## src/design/vertex_transform_to_screen_defines.svh

```systemverilog
`ifndef VERTEX_TRANSFORM_TO_SCREEN_DEFINES_SVH
`define VERTEX_TRANSFORM_TO_SCREEN_DEFINES_SVH

// Same-cycle implication, sampled on clk, quiet while rst_n is low.
`define VTS_ASSERT_IMP(lbl, ante, cons, msg) \
    lbl: assert property (@(posedge clk) disable iff (!rst_n) (ante) |-> (cons)) \
        else $error(msg);

// Next-cycle implication, sampled on clk, quiet while rst_n is low.
`define VTS_ASSERT_NXT(lbl, ante, cons, msg) \
    lbl: assert property (@(posedge clk) disable iff (!rst_n) (ante) |=> (cons)) \
        else $error(msg);

`endif

```

## src/design/vts_pkg.sv

```systemverilog
package vts_pkg;

    localparam int FRAC_BITS_DEF = 16;
    localparam int COORD_W       = 32;
    localparam int VP_W          = 13;
    localparam int MAT_IDX_W     = 4;
    localparam int MAT_DEPTH     = 16;
    localparam int CLIP_IDX_W    = 2;
    localparam int CFG_IDX_W     = 8;
    localparam int CFG_DATA_W    = 32;
    localparam int PC_W          = 5;
    localparam int DIV_CNT_W     = 5;
    localparam int ACC_W         = 66;
    localparam int PROD_W        = 64;

    localparam logic [CFG_IDX_W-1:0] CFG_VP_WIDTH  = 8'd0;
    localparam logic [CFG_IDX_W-1:0] CFG_VP_HEIGHT = 8'd1;
    localparam logic [VP_W-1:0]      VP_WIDTH_RST  = 13'd800;
    localparam logic [VP_W-1:0]      VP_HEIGHT_RST = 13'd600;

    localparam logic ACT_LOAD  = 1'b0;
    localparam logic ACT_XFORM = 1'b1;

    localparam logic [CLIP_IDX_W-1:0] CLIP_X_IDX = 2'd0;
    localparam logic [CLIP_IDX_W-1:0] CLIP_Y_IDX = 2'd1;
    localparam logic [CLIP_IDX_W-1:0] CLIP_Z_IDX = 2'd2;
    localparam logic [CLIP_IDX_W-1:0] CLIP_W_IDX = 2'd3;

    localparam logic [PC_W-1:0]      SCREEN_STEP = 5'd26;
    localparam logic [PC_W-1:0]      LAST_STEP   = 5'd28;
    localparam logic [DIV_CNT_W-1:0] DIV_LAST    = 5'd31;

    localparam logic signed [COORD_W-1:0] I32_MAX = 32'sh7FFF_FFFF;
    localparam logic signed [COORD_W-1:0] I32_MIN = 32'sh8000_0000;

    typedef enum logic {
        OPA_MAT,
        OPA_CLIP
    } opa_t;

    typedef enum logic [2:0] {
        OPB_VX,
        OPB_VY,
        OPB_VZ,
        OPB_ONE,
        OPB_VPW,
        OPB_VPH
    } opb_t;

    typedef enum logic [1:0] {
        ACC_HOLD,
        ACC_LOAD,
        ACC_ADD
    } acc_t;

    typedef enum logic [1:0] {
        WR_NONE,
        WR_CLIP_ACC,
        WR_CLIP_DIV,
        WR_SX
    } wr_t;

    typedef enum logic [1:0] {
        HOLD_NONE,
        HOLD_DIV,
        HOLD_OUT
    } hold_t;

    typedef enum logic [1:0] {
        JMP_NEXT,
        JMP_W_NOT_POS,
        JMP_END
    } jump_t;

    // One control word of the microprogram.
    typedef struct packed {
        logic [MAT_IDX_W-1:0]  addr;
        opa_t                  opa;
        opb_t                  opb;
        acc_t                  acc;
        wr_t                   wr;
        logic [CLIP_IDX_W-1:0] dst;
        logic                  div_start;
        logic [CLIP_IDX_W-1:0] div_src;
        logic                  latch_flag;
        logic                  emit;
        hold_t                 hold;
        jump_t                 jump;
        logic [PC_W-1:0]       target;
    } uop_t;

    typedef struct packed {
        uop_t uop;
        logic act;
    } vts_ctrl_t;

    typedef struct packed {
        logic w_not_pos;
        logic div_busy;
        logic out_blocked;
    } vts_status_t;

    localparam uop_t UOP_NOP = '{
        addr:       '0,
        opa:        OPA_MAT,
        opb:        OPB_VX,
        acc:        ACC_HOLD,
        wr:         WR_NONE,
        dst:        '0,
        div_start:  1'b0,
        div_src:    '0,
        latch_flag: 1'b0,
        emit:       1'b0,
        hold:       HOLD_NONE,
        jump:       JMP_NEXT,
        target:     '0
    };

    function automatic logic signed [COORD_W-1:0] sat32(input logic signed [ACC_W-1:0] v);
        logic signed [COORD_W-1:0] r;
        if (v > ACC_W'(I32_MAX)) begin
            r = I32_MAX;
        end
        else if (v < ACC_W'(I32_MIN)) begin
            r = I32_MIN;
        end
        else begin
            r = v[COORD_W-1:0];
        end
        return r;
    endfunction

    function automatic uop_t uop_mac(input logic [MAT_IDX_W-1:0] addr, input opb_t opb,
                                     input acc_t acc, input wr_t wr,
                                     input logic [CLIP_IDX_W-1:0] dst);
        uop_t u;
        u      = UOP_NOP;
        u.addr = addr;
        u.opb  = opb;
        u.acc  = acc;
        u.wr   = wr;
        u.dst  = dst;
        return u;
    endfunction

    // Microprogram: sixteen pipelined multiply-accumulates, w test, three
    // divides on the shared divider, screen map, then hand over the result.
    function automatic uop_t vts_ucode(input logic [PC_W-1:0] pc);
        uop_t u;
        u = UOP_NOP;
        unique case (pc)
            5'd0:  u = uop_mac(4'd0,  OPB_VX,  ACC_HOLD, WR_NONE,     CLIP_X_IDX);
            5'd1:  u = uop_mac(4'd1,  OPB_VY,  ACC_LOAD, WR_NONE,     CLIP_X_IDX);
            5'd2:  u = uop_mac(4'd2,  OPB_VZ,  ACC_ADD,  WR_NONE,     CLIP_X_IDX);
            5'd3:  u = uop_mac(4'd3,  OPB_ONE, ACC_ADD,  WR_NONE,     CLIP_X_IDX);
            5'd4:  u = uop_mac(4'd4,  OPB_VX,  ACC_ADD,  WR_NONE,     CLIP_X_IDX);
            5'd5:  u = uop_mac(4'd5,  OPB_VY,  ACC_LOAD, WR_CLIP_ACC, CLIP_X_IDX);
            5'd6:  u = uop_mac(4'd6,  OPB_VZ,  ACC_ADD,  WR_NONE,     CLIP_X_IDX);
            5'd7:  u = uop_mac(4'd7,  OPB_ONE, ACC_ADD,  WR_NONE,     CLIP_X_IDX);
            5'd8:  u = uop_mac(4'd8,  OPB_VX,  ACC_ADD,  WR_NONE,     CLIP_X_IDX);
            5'd9:  u = uop_mac(4'd9,  OPB_VY,  ACC_LOAD, WR_CLIP_ACC, CLIP_Y_IDX);
            5'd10: u = uop_mac(4'd10, OPB_VZ,  ACC_ADD,  WR_NONE,     CLIP_X_IDX);
            5'd11: u = uop_mac(4'd11, OPB_ONE, ACC_ADD,  WR_NONE,     CLIP_X_IDX);
            5'd12: u = uop_mac(4'd12, OPB_VX,  ACC_ADD,  WR_NONE,     CLIP_X_IDX);
            5'd13: u = uop_mac(4'd13, OPB_VY,  ACC_LOAD, WR_CLIP_ACC, CLIP_Z_IDX);
            5'd14: u = uop_mac(4'd14, OPB_VZ,  ACC_ADD,  WR_NONE,     CLIP_X_IDX);
            5'd15: u = uop_mac(4'd15, OPB_ONE, ACC_ADD,  WR_NONE,     CLIP_X_IDX);
            5'd16: u = uop_mac(4'd0,  OPB_VX,  ACC_ADD,  WR_NONE,     CLIP_X_IDX);
            5'd17: u = uop_mac(4'd0,  OPB_VX,  ACC_HOLD, WR_CLIP_ACC, CLIP_W_IDX);
            5'd18: begin
                u.latch_flag = 1'b1;
                u.jump       = JMP_W_NOT_POS;
                u.target     = SCREEN_STEP;
            end
            5'd19: begin
                u.div_start = 1'b1;
                u.div_src   = CLIP_X_IDX;
            end
            5'd20: u.hold = HOLD_DIV;
            5'd21: begin
                u.wr        = WR_CLIP_DIV;
                u.dst       = CLIP_X_IDX;
                u.div_start = 1'b1;
                u.div_src   = CLIP_Y_IDX;
            end
            5'd22: u.hold = HOLD_DIV;
            5'd23: begin
                u.wr        = WR_CLIP_DIV;
                u.dst       = CLIP_Y_IDX;
                u.div_start = 1'b1;
                u.div_src   = CLIP_Z_IDX;
            end
            5'd24: u.hold = HOLD_DIV;
            5'd25: begin
                u.wr  = WR_CLIP_DIV;
                u.dst = CLIP_Z_IDX;
            end
            5'd26: begin
                u.opa  = OPA_CLIP;
                u.addr = MAT_IDX_W'(CLIP_X_IDX);
                u.opb  = OPB_VPW;
            end
            5'd27: begin
                u.opa  = OPA_CLIP;
                u.addr = MAT_IDX_W'(CLIP_Y_IDX);
                u.opb  = OPB_VPH;
                u.wr   = WR_SX;
            end
            5'd28: begin
                u.opa  = OPA_CLIP;
                u.addr = MAT_IDX_W'(CLIP_Y_IDX);
                u.opb  = OPB_VPH;
                u.emit = 1'b1;
                u.hold = HOLD_OUT;
                u.jump = JMP_END;
            end
            default: u.jump = JMP_END;
        endcase
        return u;
    endfunction

endpackage

```

## src/design/vts_in_if.sv

```systemverilog
interface vts_in_if;
    logic                                   valid;
    logic                                   ready;
    logic                                   action;
    logic [vts_pkg::MAT_IDX_W-1:0]          coeff_index;
    logic signed [vts_pkg::COORD_W-1:0]     coeff_value;
    logic signed [vts_pkg::COORD_W-1:0]     vert_x;
    logic signed [vts_pkg::COORD_W-1:0]     vert_y;
    logic signed [vts_pkg::COORD_W-1:0]     vert_z;

    modport source (
        output valid, action, coeff_index, coeff_value, vert_x, vert_y, vert_z,
        input  ready
    );

    modport sink (
        input  valid, action, coeff_index, coeff_value, vert_x, vert_y, vert_z,
        output ready
    );
endinterface

```

## src/design/vts_out_if.sv

```systemverilog
interface vts_out_if;
    logic                               valid;
    logic                               ready;
    logic signed [vts_pkg::COORD_W-1:0] screen_x;
    logic signed [vts_pkg::COORD_W-1:0] screen_y;
    logic signed [vts_pkg::COORD_W-1:0] depth;
    logic                               not_divided;

    modport source (
        output valid, screen_x, screen_y, depth, not_divided,
        input  ready
    );

    modport sink (
        input  valid, screen_x, screen_y, depth, not_divided,
        output ready
    );
endinterface

```

## src/design/vts_cfg_if.sv

```systemverilog
interface vts_cfg_if;
    logic                              valid;
    logic                              ready;
    logic [vts_pkg::CFG_IDX_W-1:0]     index;
    logic [vts_pkg::CFG_DATA_W-1:0]    data;

    modport source (
        output valid, index, data,
        input  ready
    );

    modport sink (
        input  valid, index, data,
        output ready
    );
endinterface

```

## src/design/vts_divider.sv

```systemverilog
`include "vertex_transform_to_screen_defines.svh"

module vts_divider #(
    parameter int FRAC_BITS = vts_pkg::FRAC_BITS_DEF
) (
    input  logic                               clk,
    input  logic                               rst_n,
    input  logic                               start,
    input  logic signed [vts_pkg::COORD_W-1:0] numer,
    input  logic signed [vts_pkg::COORD_W-1:0] denom,
    output logic                               busy,
    output logic signed [vts_pkg::COORD_W-1:0] quot
);
    import vts_pkg::*;

    logic [COORD_W-1:0]   mag;
    logic [COORD_W-1:0]   hi;
    logic [COORD_W-1:0]   lo;
    logic                 ovf;
    logic [COORD_W:0]     trial;
    logic                 ge;

    logic                 busy_reg, busy_next;
    logic [DIV_CNT_W-1:0] cnt_reg, cnt_next;
    logic [COORD_W-1:0]   rem_reg, rem_next;
    logic [COORD_W-1:0]   quo_reg, quo_next;
    logic [COORD_W-1:0]   den_reg, den_next;
    logic                 neg_reg, neg_next;
    logic                 ovf_reg, ovf_next;

    // Split (|numer| << FRAC_BITS) into the part above bit 31 and the rest.
    assign mag = numer[COORD_W-1] ? (~numer + 1'b1) : numer;
    assign hi  = mag >> (COORD_W - FRAC_BITS);
    assign lo  = mag << FRAC_BITS;
    assign ovf = (hi >= denom);

    assign trial = {rem_reg, quo_reg[COORD_W-1]};
    assign ge    = (trial >= {1'b0, den_reg});

    always_comb
    begin
        busy_next = busy_reg;
        cnt_next  = cnt_reg;
        rem_next  = rem_reg;
        quo_next  = quo_reg;
        den_next  = den_reg;
        neg_next  = neg_reg;
        ovf_next  = ovf_reg;
        if (start)
        begin
            busy_next = 1'b1;
            cnt_next  = '0;
            rem_next  = hi;
            quo_next  = lo;
            den_next  = denom;
            neg_next  = numer[COORD_W-1];
            ovf_next  = ovf;
        end
        else if (busy_reg)
        begin
            // one restoring step: shift in the next bit, subtract if it fits
            rem_next = ge ? COORD_W'(trial - {1'b0, den_reg}) : trial[COORD_W-1:0];
            quo_next = {quo_reg[COORD_W-2:0], ge};
            cnt_next = cnt_reg + 1'b1;
            if (cnt_reg == DIV_LAST)
            begin
                busy_next = 1'b0;
            end
        end
    end

    always_ff @(posedge clk or negedge rst_n)
    begin
        if (!rst_n)
        begin
            busy_reg <= 1'b0;
            cnt_reg  <= '0;
        end
        else
        begin
            busy_reg <= busy_next;
            cnt_reg  <= cnt_next;
        end
    end

    always_ff @(posedge clk)
    begin
        rem_reg <= rem_next;
        quo_reg <= quo_next;
        den_reg <= den_next;
        neg_reg <= neg_next;
        ovf_reg <= ovf_next;
    end

    // Apply the sign and saturate to 32 bit.
    always_comb
    begin
        if (ovf_reg)
        begin
            quot = neg_reg ? I32_MIN : I32_MAX;
        end
        else if (neg_reg)
        begin
            quot = (quo_reg > COORD_W'(I32_MIN)) ? I32_MIN : (~quo_reg + 1'b1);
        end
        else
        begin
            quot = quo_reg[COORD_W-1] ? I32_MAX : quo_reg;
        end
    end

    assign busy = busy_reg;

    `VTS_ASSERT_NXT(a_div_start_busy, start, busy_reg, "divider not busy after start")
    `VTS_ASSERT_NXT(a_div_finish, busy_reg && cnt_reg == DIV_LAST, !busy_reg, "divider overran")
    `VTS_ASSERT_IMP(a_div_idle_cnt, !busy_reg, cnt_reg == '0, "divider idle with count left")

endmodule

```

## src/design/vts_datapath.sv

```systemverilog
module vts_datapath #(
    parameter int FRAC_BITS = vts_pkg::FRAC_BITS_DEF
) (
    input  logic                               clk,
    input  logic                               rst_n,
    input  vts_pkg::vts_ctrl_t                 ctrl,
    output vts_pkg::vts_status_t               status,
    input  logic                               accept,
    input  logic                               action,
    input  logic [vts_pkg::MAT_IDX_W-1:0]      coeff_index,
    input  logic signed [vts_pkg::COORD_W-1:0] coeff_value,
    input  logic signed [vts_pkg::COORD_W-1:0] vert_x,
    input  logic signed [vts_pkg::COORD_W-1:0] vert_y,
    input  logic signed [vts_pkg::COORD_W-1:0] vert_z,
    vts_out_if.source                          result,
    vts_cfg_if.sink                            cfg
);
    import vts_pkg::*;

    localparam logic signed [COORD_W-1:0] ONE = COORD_W'(64'd1 << FRAC_BITS);

    logic signed [COORD_W-1:0] m_reg [MAT_DEPTH];
    logic signed [COORD_W-1:0] c_reg [4];
    logic signed [COORD_W-1:0] vx_reg, vy_reg, vz_reg;
    logic [VP_W-1:0]           vpw_reg, vph_reg;
    logic signed [PROD_W-1:0]  prod_reg, prod_next;
    logic signed [ACC_W-1:0]   acc_reg, acc_next;
    logic signed [COORD_W-1:0] sx_reg;
    logic                      flag_reg;

    logic                      out_valid_reg;
    logic signed [COORD_W-1:0] out_sx_reg, out_sy_reg, out_z_reg;
    logic                      out_nd_reg;

    logic signed [COORD_W-1:0] opa, opb;
    logic signed [ACC_W-1:0]   prod_ext;
    logic signed [ACC_W-1:0]   offs_x, offs_y;
    logic signed [COORD_W-1:0] clip_acc, sx_val, sy_val;
    logic signed [COORD_W-1:0] div_quot;
    logic                      div_busy, div_go, emit_go, load_go;
    uop_t                      u;

    assign u       = ctrl.uop;
    assign div_go  = ctrl.act && u.div_start;
    assign emit_go = ctrl.act && u.emit;
    assign load_go = accept && (action == ACT_LOAD);

    // matrix store, identity after reset
    always_ff @(posedge clk or negedge rst_n)
    begin
        if (!rst_n)
        begin
            for (int i = 0; i < MAT_DEPTH; i++)
            begin
                m_reg[i] <= (i[1:0] == i[3:2]) ? ONE : '0;
            end
        end
        else if (load_go)
        begin
            m_reg[coeff_index] <= coeff_value;
        end
    end

    assign cfg.ready = 1'b1;

    always_ff @(posedge clk or negedge rst_n)
    begin
        if (!rst_n)
        begin
            vpw_reg <= VP_WIDTH_RST;
            vph_reg <= VP_HEIGHT_RST;
        end
        else if (cfg.valid)
        begin
            if (cfg.index == CFG_VP_WIDTH)
            begin
                vpw_reg <= cfg.data[VP_W-1:0];
            end
            if (cfg.index == CFG_VP_HEIGHT)
            begin
                vph_reg <= cfg.data[VP_W-1:0];
            end
        end
    end

    always_ff @(posedge clk)
    begin
        if (accept && (action == ACT_XFORM))
        begin
            vx_reg <= vert_x;
            vy_reg <= vert_y;
            vz_reg <= vert_z;
        end
    end

    // operand selection for the shared multiplier
    always_comb
    begin
        unique case (u.opa)
            OPA_MAT:  opa = m_reg[u.addr];
            OPA_CLIP: opa = c_reg[u.addr[CLIP_IDX_W-1:0]];
            default:  opa = m_reg[u.addr];
        endcase
    end

    always_comb
    begin
        unique case (u.opb)
            OPB_VX:  opb = vx_reg;
            OPB_VY:  opb = vy_reg;
            OPB_VZ:  opb = vz_reg;
            OPB_ONE: opb = ONE;
            OPB_VPW: opb = $signed({{(COORD_W - VP_W){1'b0}}, vpw_reg});
            OPB_VPH: opb = $signed({{(COORD_W - VP_W){1'b0}}, vph_reg});
            default: opb = vx_reg;
        endcase
    end

    assign prod_next = opa * opb;
    assign prod_ext  = {{(ACC_W - PROD_W){prod_reg[PROD_W-1]}}, prod_reg};

    always_comb
    begin
        acc_next = acc_reg;
        if (ctrl.act)
        begin
            unique case (u.acc)
                ACC_LOAD: acc_next = prod_ext;
                ACC_ADD:  acc_next = acc_reg + prod_ext;
                default:  acc_next = acc_reg;
            endcase
        end
    end

    always_ff @(posedge clk)
    begin
        prod_reg <= prod_next;
        acc_reg  <= acc_next;
    end

    // exact sum scaled back with floor, then saturated
    assign clip_acc = sat32(acc_reg >>> FRAC_BITS);

    // screen map: product halved with floor, plus half the viewport as offset
    assign offs_x = $signed({{(ACC_W - VP_W){1'b0}}, vpw_reg}) <<< (FRAC_BITS - 1);
    assign offs_y = $signed({{(ACC_W - VP_W){1'b0}}, vph_reg}) <<< (FRAC_BITS - 1);
    assign sx_val = sat32((prod_ext >>> 1) + offs_x);
    assign sy_val = sat32(((-prod_ext) >>> 1) + offs_y);

    always_ff @(posedge clk)
    begin
        if (ctrl.act)
        begin
            unique case (u.wr)
                WR_CLIP_ACC: c_reg[u.dst] <= clip_acc;
                WR_CLIP_DIV: c_reg[u.dst] <= div_quot;
                WR_SX:       sx_reg <= sx_val;
                default:     ;
            endcase
            if (u.latch_flag)
            begin
                flag_reg <= status.w_not_pos;
            end
        end
    end

    vts_divider #(
        .FRAC_BITS (FRAC_BITS)
    ) u_divider (
        .clk   (clk),
        .rst_n (rst_n),
        .start (div_go),
        .numer (c_reg[u.div_src]),
        .denom (c_reg[CLIP_W_IDX]),
        .busy  (div_busy),
        .quot  (div_quot)
    );

    // output register: holds a finished result until the sink takes it
    always_ff @(posedge clk or negedge rst_n)
    begin
        if (!rst_n)
        begin
            out_valid_reg <= 1'b0;
        end
        else if (emit_go)
        begin
            out_valid_reg <= 1'b1;
        end
        else if (result.ready)
        begin
            out_valid_reg <= 1'b0;
        end
    end

    always_ff @(posedge clk)
    begin
        if (emit_go)
        begin
            out_sx_reg <= sx_reg;
            out_sy_reg <= sy_val;
            out_z_reg  <= c_reg[CLIP_Z_IDX];
            out_nd_reg <= flag_reg;
        end
    end

    assign result.valid       = out_valid_reg;
    assign result.screen_x    = out_sx_reg;
    assign result.screen_y    = out_sy_reg;
    assign result.depth       = out_z_reg;
    assign result.not_divided = out_nd_reg;

    assign status.w_not_pos   = c_reg[CLIP_W_IDX][COORD_W-1] || (c_reg[CLIP_W_IDX] == '0);
    assign status.div_busy    = div_busy;
    assign status.out_blocked = out_valid_reg && !result.ready;

endmodule

```

## src/design/vts_sequencer.sv

```systemverilog
`include "vertex_transform_to_screen_defines.svh"

module vts_sequencer (
    input  logic                 clk,
    input  logic                 rst_n,
    input  logic                 start,
    input  vts_pkg::vts_status_t status,
    output vts_pkg::vts_ctrl_t   ctrl,
    output logic                 idle
);
    import vts_pkg::*;

    logic            run_reg, run_next;
    logic [PC_W-1:0] pc_reg, pc_next;
    uop_t            uop;
    logic            hold;

    assign uop = vts_ucode(pc_reg);

    // stall the step while the divider works or the result slot is taken
    assign hold = ((uop.hold == HOLD_DIV) && status.div_busy)
               || ((uop.hold == HOLD_OUT) && status.out_blocked);

    assign ctrl.uop = uop;
    assign ctrl.act = run_reg && !hold;
    assign idle     = !run_reg;

    always_comb
    begin
        run_next = run_reg;
        pc_next  = pc_reg;
        priority if (start)
        begin
            run_next = 1'b1;
            pc_next  = '0;
        end
        else if (ctrl.act)
        begin
            unique case (uop.jump)
                JMP_END:       run_next = 1'b0;
                JMP_W_NOT_POS: pc_next  = status.w_not_pos ? uop.target : pc_reg + 1'b1;
                default:       pc_next  = pc_reg + 1'b1;
            endcase
        end
    end

    always_ff @(posedge clk or negedge rst_n)
    begin
        if (!rst_n)
        begin
            run_reg <= 1'b0;
            pc_reg  <= '0;
        end
        else
        begin
            run_reg <= run_next;
            pc_reg  <= pc_next;
        end
    end

    `VTS_ASSERT_IMP(a_seq_start_idle, start, !run_reg, "vertex taken while program runs")
    `VTS_ASSERT_NXT(a_seq_start_pc, start, run_reg && pc_reg == '0, "program did not begin")
    `VTS_ASSERT_IMP(a_seq_div_free, ctrl.act && uop.div_start, !status.div_busy, "divider reused")
    `VTS_ASSERT_IMP(a_seq_pc_range, run_reg, pc_reg <= LAST_STEP, "step counter past program")

endmodule

```

## src/design/vertex_transform_to_screen.sv

```systemverilog
// Transform request: when clip w is not positive, 19 multiply-accumulate and test steps, then
// three screen-map steps; otherwise all 29 microcode steps, with holds while each of the three
// divides runs on the one divider. Load request: written to the matrix store on acceptance.
// A new request is taken the cycle after the program hands its result to the output register;
// that hand-over waits while the sink stalls, so one request is in work at a time.
// Reset: matrix to identity, viewport to 800 x 600, sequencer idle, no result pending.
module vertex_transform_to_screen #(
    parameter int FRAC_BITS = vts_pkg::FRAC_BITS_DEF
) (
    input  logic      clk,
    input  logic      rst_n,
    vts_in_if.sink    vertex,
    vts_out_if.source result,
    vts_cfg_if.sink   cfg
);
    import vts_pkg::*;

    logic        idle;
    logic        accept;
    logic        start;
    vts_ctrl_t   ctrl;
    vts_status_t status;

    // Take a request only while no program is running; loads finish in the
    // same cycle, transforms start the microprogram.
    assign vertex.ready = idle;
    assign accept       = vertex.valid && vertex.ready;
    assign start        = accept && (vertex.action == ACT_XFORM);

    // Step counter and control store: one control word per step, with
    // holds on the divider and the output slot and a jump past the divides.
    vts_sequencer u_sequencer (
        .clk    (clk),
        .rst_n  (rst_n),
        .start  (start),
        .status (status),
        .ctrl   (ctrl),
        .idle   (idle)
    );

    // Matrix store, shared multiplier and accumulator, clip registers,
    // divider, screen map and the output register.
    vts_datapath #(
        .FRAC_BITS (FRAC_BITS)
    ) u_datapath (
        .clk         (clk),
        .rst_n       (rst_n),
        .ctrl        (ctrl),
        .status      (status),
        .accept      (accept),
        .action      (vertex.action),
        .coeff_index (vertex.coeff_index),
        .coeff_value (vertex.coeff_value),
        .vert_x      (vertex.vert_x),
        .vert_y      (vertex.vert_y),
        .vert_z      (vertex.vert_z),
        .result      (result),
        .cfg         (cfg)
    );

endmodule

```

## src/flat_wrapper.sv

```systemverilog
// flat-port wrapper written by rule: the top's interface ports become plain ports
module vertex_transform_to_screen_flat import vts_pkg::*;
#(
    parameter int FRAC_BITS = vts_pkg::FRAC_BITS_DEF
)
  (clk, rst_n, vertex_valid, vertex_action, vertex_coeff_index, vertex_coeff_value, vertex_vert_x, vertex_vert_y, vertex_vert_z, vertex_ready, result_valid, result_screen_x, result_screen_y, result_depth, result_not_divided, result_ready, cfg_valid, cfg_index, cfg_data, cfg_ready);
  vts_in_if vertex_i ();
  vts_out_if result_i ();
  vts_cfg_if cfg_i ();
  input  logic clk;
  input  logic rst_n;
  input wire logic [$bits(vertex_i.valid)-1:0] vertex_valid;
  input wire logic [$bits(vertex_i.action)-1:0] vertex_action;
  input wire logic [$bits(vertex_i.coeff_index)-1:0] vertex_coeff_index;
  input wire logic [$bits(vertex_i.coeff_value)-1:0] vertex_coeff_value;
  input wire logic [$bits(vertex_i.vert_x)-1:0] vertex_vert_x;
  input wire logic [$bits(vertex_i.vert_y)-1:0] vertex_vert_y;
  input wire logic [$bits(vertex_i.vert_z)-1:0] vertex_vert_z;
  output wire logic [$bits(vertex_i.ready)-1:0] vertex_ready;
  output wire logic [$bits(result_i.valid)-1:0] result_valid;
  output wire logic [$bits(result_i.screen_x)-1:0] result_screen_x;
  output wire logic [$bits(result_i.screen_y)-1:0] result_screen_y;
  output wire logic [$bits(result_i.depth)-1:0] result_depth;
  output wire logic [$bits(result_i.not_divided)-1:0] result_not_divided;
  input wire logic [$bits(result_i.ready)-1:0] result_ready;
  input wire logic [$bits(cfg_i.valid)-1:0] cfg_valid;
  input wire logic [$bits(cfg_i.index)-1:0] cfg_index;
  input wire logic [$bits(cfg_i.data)-1:0] cfg_data;
  output wire logic [$bits(cfg_i.ready)-1:0] cfg_ready;
  assign vertex_i.valid = vertex_valid;
  assign vertex_i.action = vertex_action;
  assign vertex_i.coeff_index = vertex_coeff_index;
  assign vertex_i.coeff_value = vertex_coeff_value;
  assign vertex_i.vert_x = vertex_vert_x;
  assign vertex_i.vert_y = vertex_vert_y;
  assign vertex_i.vert_z = vertex_vert_z;
  assign vertex_ready = vertex_i.ready;
  assign result_valid = result_i.valid;
  assign result_screen_x = result_i.screen_x;
  assign result_screen_y = result_i.screen_y;
  assign result_depth = result_i.depth;
  assign result_not_divided = result_i.not_divided;
  assign result_i.ready = result_ready;
  assign cfg_i.valid = cfg_valid;
  assign cfg_i.index = cfg_index;
  assign cfg_i.data = cfg_data;
  assign cfg_ready = cfg_i.ready;
  vertex_transform_to_screen #(.FRAC_BITS(FRAC_BITS)) u_core (.clk(clk), .rst_n(rst_n), .vertex(vertex_i), .result(result_i), .cfg(cfg_i));
endmodule
```

## config.mk

```make
export PLATFORM = sky130hd
export DESIGN_NAME = vertex_transform_to_screen_flat
export DESIGN_NICKNAME = d
export VERILOG_FILES = /design/src/design/vts_pkg.sv /design/src/design/vts_in_if.sv /design/src/design/vts_out_if.sv /design/src/design/vts_cfg_if.sv /design/src/design/vts_divider.sv /design/src/design/vts_datapath.sv /design/src/design/vts_sequencer.sv /design/src/design/vertex_transform_to_screen.sv /design/src/flat_wrapper.sv
export VERILOG_INCLUDE_DIRS = /design/src /design/src/design
export SDC_FILE = /design/constraint.sdc
export NUM_CORES = 2
export LEC_CHECK = 0
export BUFFER_PORTS_ARGS = -buffer_cell sky130_fd_sc_hd__buf_4
export CAP_MARGIN = 5
export CELL_PAD_IN_SITES_DETAIL_PLACEMENT = 2
export CELL_PAD_IN_SITES_GLOBAL_PLACEMENT = 2
export CORE_AREA = 5 5 458 685
export CTS_BUF_LIST = sky130_fd_sc_hd__clkbuf_4
export DETAILED_ROUTE_END_ITERATION = 7
export DIE_AREA = 0 0 463 690
export GPL_TIMING_DRIVEN = 0
export PLACE_DENSITY = 0.61
export SKIP_LAST_GASP = 1
export SYNTH_ARGS = -nofsm -noshare
export SYNTH_HDL_FRONTEND = slang
export SYNTH_SLANG_ARGS = --single-unit
```

## constraint.sdc

```tcl
create_clock -name clk -period 22.7 [get_ports clk]
set_input_delay 0 -clock clk [delete_from_list [all_inputs] [get_ports clk]]
set_output_delay 0 -clock clk [all_outputs]
set_load 0.005 [all_outputs]
```

# After elaboration in Yosys (flattened, before gate mapping)
# Memory sizes are Yosys's and may differ from the RTL's. A register that Yosys moved wholly into a read port is not among the register bits.
# Cells that the tools add are included.
[totals] register_bits=973 mem_bits_rw=128 in_bits=178 elab_cells=209 n_memories=1
[op_classes] n_addsub=9 n_mul=1 n_lt_le_gt_ge=12 n_eq_ne=45 n_mux=55 n_bitwise=7 n_reduce_logical=39
[memory_table] name="u_core.u_datapath.c_reg" depth=4 word_bits=32 rd=4 rd_ports_with_merged_regs=1 wr=1 line="vts_datapath.sv:23" rtl="logic signed [COORD_W-1:0] c_reg [4];"
[op_table] cell="bitwise mux 512 bit" n=1
[op_table] cell="two-way mux 32 bit" n=16
[op_table] cell="one-hot mux 32 bit (5 select lines)" n=1
[op_table] cell="one-hot mux 8 bit (17 select lines)" n=1
[op_table] cell="one-hot mux 66 bit (2 select lines)" n=1
[op_table] cell="binary-select mux 32 bit (select 4 bit)" n=1
[op_table] cell="demux 32 bit (select 4 bit)" n=1
[op_table] cell="== test 5 bit, second input constant" n=14
[op_table] cell="adder 65 x 29 -> 66 bit" n=1
[op_table] cell="adder 66 x 64 -> 66 bit" n=1
[op_table] cell="> comparator 66 x 32 -> 1 bit, second input constant" n=1
[op_table] cell="< comparator 66 x 32 -> 1 bit, second input constant" n=1
[op_table] cell="negator 64 -> 66 bit" n=1
[op_table] cell="adder 32 x 1 -> 32 bit, second input constant" n=2
[op_table] cell="adder 63 x 29 -> 64 bit" n=1
[op_table] cell="> comparator 64 x 32 -> 1 bit, second input constant" n=1
[op_table] cell="< comparator 64 x 32 -> 1 bit, second input constant" n=1
[op_table] cell="multiplier 32 x 32 -> 64 bit" n=1
[op_table] cell="inverter 32 bit" n=2
[op_table] cell="one-hot mux 32 bit (2 select lines)" n=1
[op_table] cell="> comparator 50 x 32 -> 1 bit, second input constant" n=1
[op_table] cell="< comparator 50 x 32 -> 1 bit, second input constant" n=1
[op_table] cell="== test 5 x 4 -> 1 bit, second input constant" n=8
[op_table] cell=">= comparator 33 x 32 -> 1 bit" n=1
[op_table] cell="40 further kinds" n=107

# Depth between registers and ports, before layout
[depth] word_depth=11 ltp_mapped=49 depth_no_buf=43

# Hierarchy
# Synthesis repeated with hierarchy kept, for this count alone.
[unflattened] hier_cells=8872 area_unflattened_um2=95795.6
[by_module_without_submodules] mod="vts_datapath" n_inst=1 cells_each=7783 area_per_inst_um2=86862.1 seq_area_each_um2=27395.0
[by_module_without_submodules] mod="vts_divider" n_inst=1 cells_each=964 area_per_inst_um2=8001.4 seq_area_each_um2=2772.7
[by_module_without_submodules] mod="vts_sequencer" n_inst=1 cells_each=123 area_per_inst_um2=919.6 seq_area_each_um2=150.1
[by_module_without_submodules] mod="vertex_transform_to_screen" n_inst=1 cells_each=2 area_per_inst_um2=12.5 seq_area_each_um2=0.0

# Worst setup path before layout
# OpenSTA, ideal clock, no wires.
[synth_timing] kind="reg-to-reg" start="register u_core.u_sequencer.pc_reg[2]" end="register u_core.u_datapath.prod_reg[62]" setup_ns=0.072 t_arrival_ns=11.739 path_slack_ns=10.888 path_stages_with_launch=40 n_path_buf=8 period_less_slack_ns=11.812 path_cell_list="dfrtp_1 clkbuf_1 clkbuf_1 and3_1 ha_1 nor2_1 nand2_1 clkbuf_1 buf_2 buf_1 clkbuf_1 a31oi_1 mux2i_1 clkbuf_1 buf_2 nor2_1 fa_1 inv_1 (+4 left out) fa_1 fa_1 fa_1 inv_1 fa_1 inv_1 ha_1 a21o_1 a21o_1 a21oi_1 nor2_1 a211o_1 o21ai_0 o2111ai_1 o211ai_1 o21bai_1 a21oi_1 xnor2_1"
[synth_between] elab_chain_len=9
[synth_lines] element="start, declared" line="vts_sequencer.sv:14" rtl="logic [PC_W-1:0] pc_reg, pc_next;"
[synth_lines] element="start signal, assigned" line="vts_sequencer.sv:57" rtl="pc_reg <= pc_next;"
[synth_lines] element="== test 5 bit" line="vts_pkg.sv:151" rtl="unique case (pc)"
[synth_lines] element="OR reduction 2 bit (no line)"
[synth_lines] element="one-hot mux 8 bit (17 select lines) *" line="vts_pkg.sv:151"
[synth_lines] element="inverter 4 -> 5 bit"
[synth_lines] element="binary-select mux 32 bit (select 4 bit)"
[synth_lines] element="two-way mux 32 bit (not written as such) (2 in a row)" line="vts_datapath.sv:100" rtl="OPA_MAT: opa = m_reg[u.addr];"
[synth_lines] element="one-hot mux 32 bit (2 select lines)" line="vts_datapath.sv:99" rtl="unique case (u.opa)"
[synth_lines] element="multiplier 32 x 32 -> 64 bit *" line="vts_datapath.sv:119" rtl="assign prod_next = opa * opb;"
[synth_lines] element="named net u_core.u_datapath.prod_next[62]" line="vts_datapath.sv:26" rtl="logic signed [PROD_W-1:0] prod_reg, prod_next;"
[synth_lines] element="end signal, assigned" line="vts_datapath.sv:137" rtl="prod_reg <= prod_next;"
[synth_lines] element="end, declared" line="vts_datapath.sv:26"
# The timed path passes the listed nets; every way through them passes the cells marked *. The select of a mux whose other input is x is not followed.
# A chain may end at the register's enable or synchronous reset.

# Final worst setup path
[layout_timing] start="register u_core.u_sequencer.pc_reg[2]" end="register u_core.u_datapath.prod_reg[63]"
# Same word-level chain as after synthesis.

==> parameters.txt <==
Parameter                              Value

Status
  Result of the run    complete, but fails checks
  Violated checks    capacitance limit, slew limit

Synth
  Proportion of netlist area held by the largest area contributor    23.0%
  Most used flip-flop cell after synthesis    sky130_fd_sc_hd__dfrtp_1
  Sequential element share of the synthesized area    32.0%
  Number of enable-type register cells in the synthesized netlist    486
  Largest area contributor in the synthesized netlist    sky130_fd_sc_hd__fa_1
  Syn Inst Count    9071
  Total of flip-flops plus latches after synthesis    1133
  Yosys warns    0
  Mapped Nets    10700
  Post-Syn Area per Cell    10.4 um^2
  Post-synth cell types    101
  Ys async rst share    48.6%
  Cell area after synthesis    0.0947 mm^2
  Cell with the most instances after synthesis    sky130_fd_sc_hd__inv_1
  Leading post-synthesis cells by instance count    sky130_fd_sc_hd__inv_1 (1301), sky130_fd_sc_hd__fa_1 (1086), sky130_fd_sc_hd__nor2_1 (928)
  Leading post-synthesis cells by cell area    sky130_fd_sc_hd__fa_1 (23%), sky130_fd_sc_hd__edfxtp_1 (15%), sky130_fd_sc_hd__dfrtp_1 (14%)

Clock tree
  Largest buffer count on any clock path    4
  H-tree depth    5
  Number of buffers created by CTS    316
  Insertion delay to the later sink of the worst-skew pair    1.38 ns
  Count of clock tree sinks    1133
  Clock edge transition at the registers on the reported setup and hold paths    0.09 ns
  # resized after CTS    0
  CTS tree    built
  CTS Root Cell    sky130_fd_sc_hd__clkbuf_4

Die
  Overall die width    463 um
  CORE AREA    0.307 mm^2
  Die height    690 um
  Core Rows    249
  Number of I/O pins    278
  Initial Util    30.9%
  Die Area    0.319 mm^2

STA
  Transition time of the tightest slew-check pin    1.52 ns
  Final critical path time including I/O delays and setup    18.09 ns
  Worst clock skew    0.214 ns
  Hold Violations, Final    0
  Worst hold margin    0.104 ns
  Max-slew violations    10
  Share of the cycle needed by the critical path after routing    79.7%
  Final sum of negative setup slack    0 ns
  Achievable clock frequency    55.3 MHz
  Setup violations, final    0
  Unrepaired setup endpoints after global routing    no
  Worst-case headroom to the max-slew limit    -1.88%

Route
  Overall via count from detail_route    77100
  Total wire length after detailed routing    482000 um
  Remaining antenna violation count    0
  Number of search-and-repair iterations in the first detailed-routing pass    5
  Top Metal Used    met5
  Number of design-rule violations left by the first detailed-router iteration    4436
  Via count normalized by instance count    5.33
  Met2 wire len    247000 um
  Met1 layer wirelength in the final routing    170000 um
  Routed length per placed instance    33.4 um
  Remaining DRCs    0
  Met3 wire length    19400 um

Critical path
  Critical path data arrival time    19.19 ns
  Worst path slowest cell    sky130_fd_sc_hd__clkbuf_1
  Crit start category    register
  Maximum fanout along the worst path    10
  FF-to-FF setup slack    4.61 ns
  Delay of the slowest cell on the worst path    1.03 ns
  Data required time of the critical path    23.81 ns
  Category of the critical setup timing path    reg2reg
  Category of the worst setup path capture point    register
  Most used cell along the critical path    sky130_fd_sc_hd__fa_1

GRT
  Gr ovfl total    0
  Via count of the first global-routing pass    88300
  Global-route total usage across every layer    29.6%
  Wire length of the first global-routing pass    675000 um
  Pin count of the biggest net entering global routing    127
  Number of antenna violations at the first check in global routing    54

Cells and area
  Number of nets at the end of the flow    11700
  Share of layout cells above drive strength 1    16.8%
  Max FFs per register    512
  Final core utilization    36.3%
  Layout Area Growth over Synthesis    17.4%

Place
  Hpwl dp    378000 um
  Count of input and output buffers    255
  Final weighted congestion in routability-driven placement    0.978

Min path
  Class of the worst hold path    in2reg

Run
  Max-capacitance violation count    1
-- critical path, delay by kind of cell, from the launching register on --
| kind | cells | cell delay (ns) |
|---|---|---|
| flops | 1 | 0.41 |
| compound gates | 12 | 4.98 |
| xor+xnor | 1 | 0.56 |
| fa+ha+maj | 10 | 4.69 |
| buf+inv | 13 | 5.95 |
| simple gates | 7 | 1.17 |
-- area by class of cell --
| type | instances | area (um^2) |
|---|---|---|
| antenna | 88 | 220 |
| buffer | 472 | 1850 |
| clock buffer | 469 | 3520 |
| clock inverter | 82 | 469 |
| fill | 33100 | 195000 |
| inverter | 1308 | 4910 |
| multi-input combinational | 6158 | 57900 |
| sequential | 1133 | 30300 |
| tap | 4016 | 5020 |
| timing repair buffer | 718 | 6970 |
-- layer usage --
metal	track usage [%]	vias to the layer above
li1	-	32300
met1	31.3	41200
met2	53.0	2382
met3	4.07	1159
met4	22.8	6
met5	0	-
-- worst paths after layout --
kind                                               from  cells past startpoint                                     to
min in group asynchronous                         rst_n                      5           u_core.u_datapath.m_reg[272]
max                        u_core.u_sequencer.pc_reg[2]                     43         u_core.u_datapath.prod_reg[63]
max in group asynchronous                         rst_n                      9           u_core.u_datapath.vpw_reg[5]
min                               vertex_coeff_value[8]                      4            u_core.u_datapath.m_reg[40]
max reg2reg                u_core.u_sequencer.pc_reg[2]                     43         u_core.u_datapath.prod_reg[63]
min reg2reg                u_core.u_datapath.sx_reg[20]                      0  u_core.u_datapath.result.screen_x[20]
-- metrics by stage --
step / instance area (um^2) / setup WS, ns / instances
2_1_floorplan: 94700 / 10.89 / 9071
3_3_place_gp: 102000 / 2.88 / 13300
3_5_place_dp: 103000 / 4.88 / 13400
4_1_cts: 111000 / 4.76 / 14400
5_1_grt: 111000 / 4.25 / 14400
6_report: 111000 / 4.61 / 14400
-- repair_timing --
action,in CTS,in global routing
setup buffers,0,0
hold buffers,387,0
endpoints found under the setup margin,0,0
endpoints found under the hold margin,1162,0
-- placed cells by master (no fill, tap or decap), types with 61 or more instances in the layout --
cell type                       netlist  layout
sky130_fd_sc_hd__inv_1             1301    1301
sky130_fd_sc_hd__fa_1              1086    1085
sky130_fd_sc_hd__nor2_1             928     923
sky130_fd_sc_hd__nand2_1            876     875
sky130_fd_sc_hd__mux2_2             592     592
sky130_fd_sc_hd__dfrtp_1            540     540
sky130_fd_sc_hd__edfxtp_1           486     486
sky130_fd_sc_hd__clkbuf_4             0     470
sky130_fd_sc_hd__clkbuf_1           394     387
sky130_fd_sc_hd__dlygate4sd3_1        0     386
sky130_fd_sc_hd__ha_1               334     334
sky130_fd_sc_hd__a21oi_1            327     320
sky130_fd_sc_hd__buf_4                2     270
sky130_fd_sc_hd__o21ai_0            190     187
sky130_fd_sc_hd__xnor2_1            183     183
sky130_fd_sc_hd__a21o_1             150     150
sky130_fd_sc_hd__mux4_2             144     144
sky130_fd_sc_hd__xor2_1             110     110
sky130_fd_sc_hd__a31oi_1            106     106
sky130_fd_sc_hd__dfxtp_1             96      96
sky130_fd_sc_hd__a211oi_1            93      92
sky130_fd_sc_hd__nand3_1             91      91
sky130_fd_sc_hd__diode_2              0      88
sky130_fd_sc_hd__nor3_1              89      87
sky130_fd_sc_hd__and2_1              70      70
sky130_fd_sc_hd__nand4_1             63      63
sky130_fd_sc_hd__mux2i_1             80      61
-- logic make-up (layout without fill, tap and decap cells) --
group | count (synthesis) | in the layout | share of synthesized area (%)
AND/OR/NAND/NOR | 2447 | 2447 | 11.5
buffers and inverters | 1780 | 3049 | 7.12
adder cells (fa/ha/maj) | 1420 | 1420 | 27.4
AO/OA/AOI/OAI | 1181 | 1181 | 7.96
flip-flops | 1133 | 1133 | 32.0
multiplexers | 816 | 816 | 11.3
XOR/XNOR | 293 | 293 | 2.71
other | 1 | 89 | 0.00396
Power is left out: the tool's default activity adds up to more than one toggle a clock period on the data nets, which glitch-free logic cannot reach.
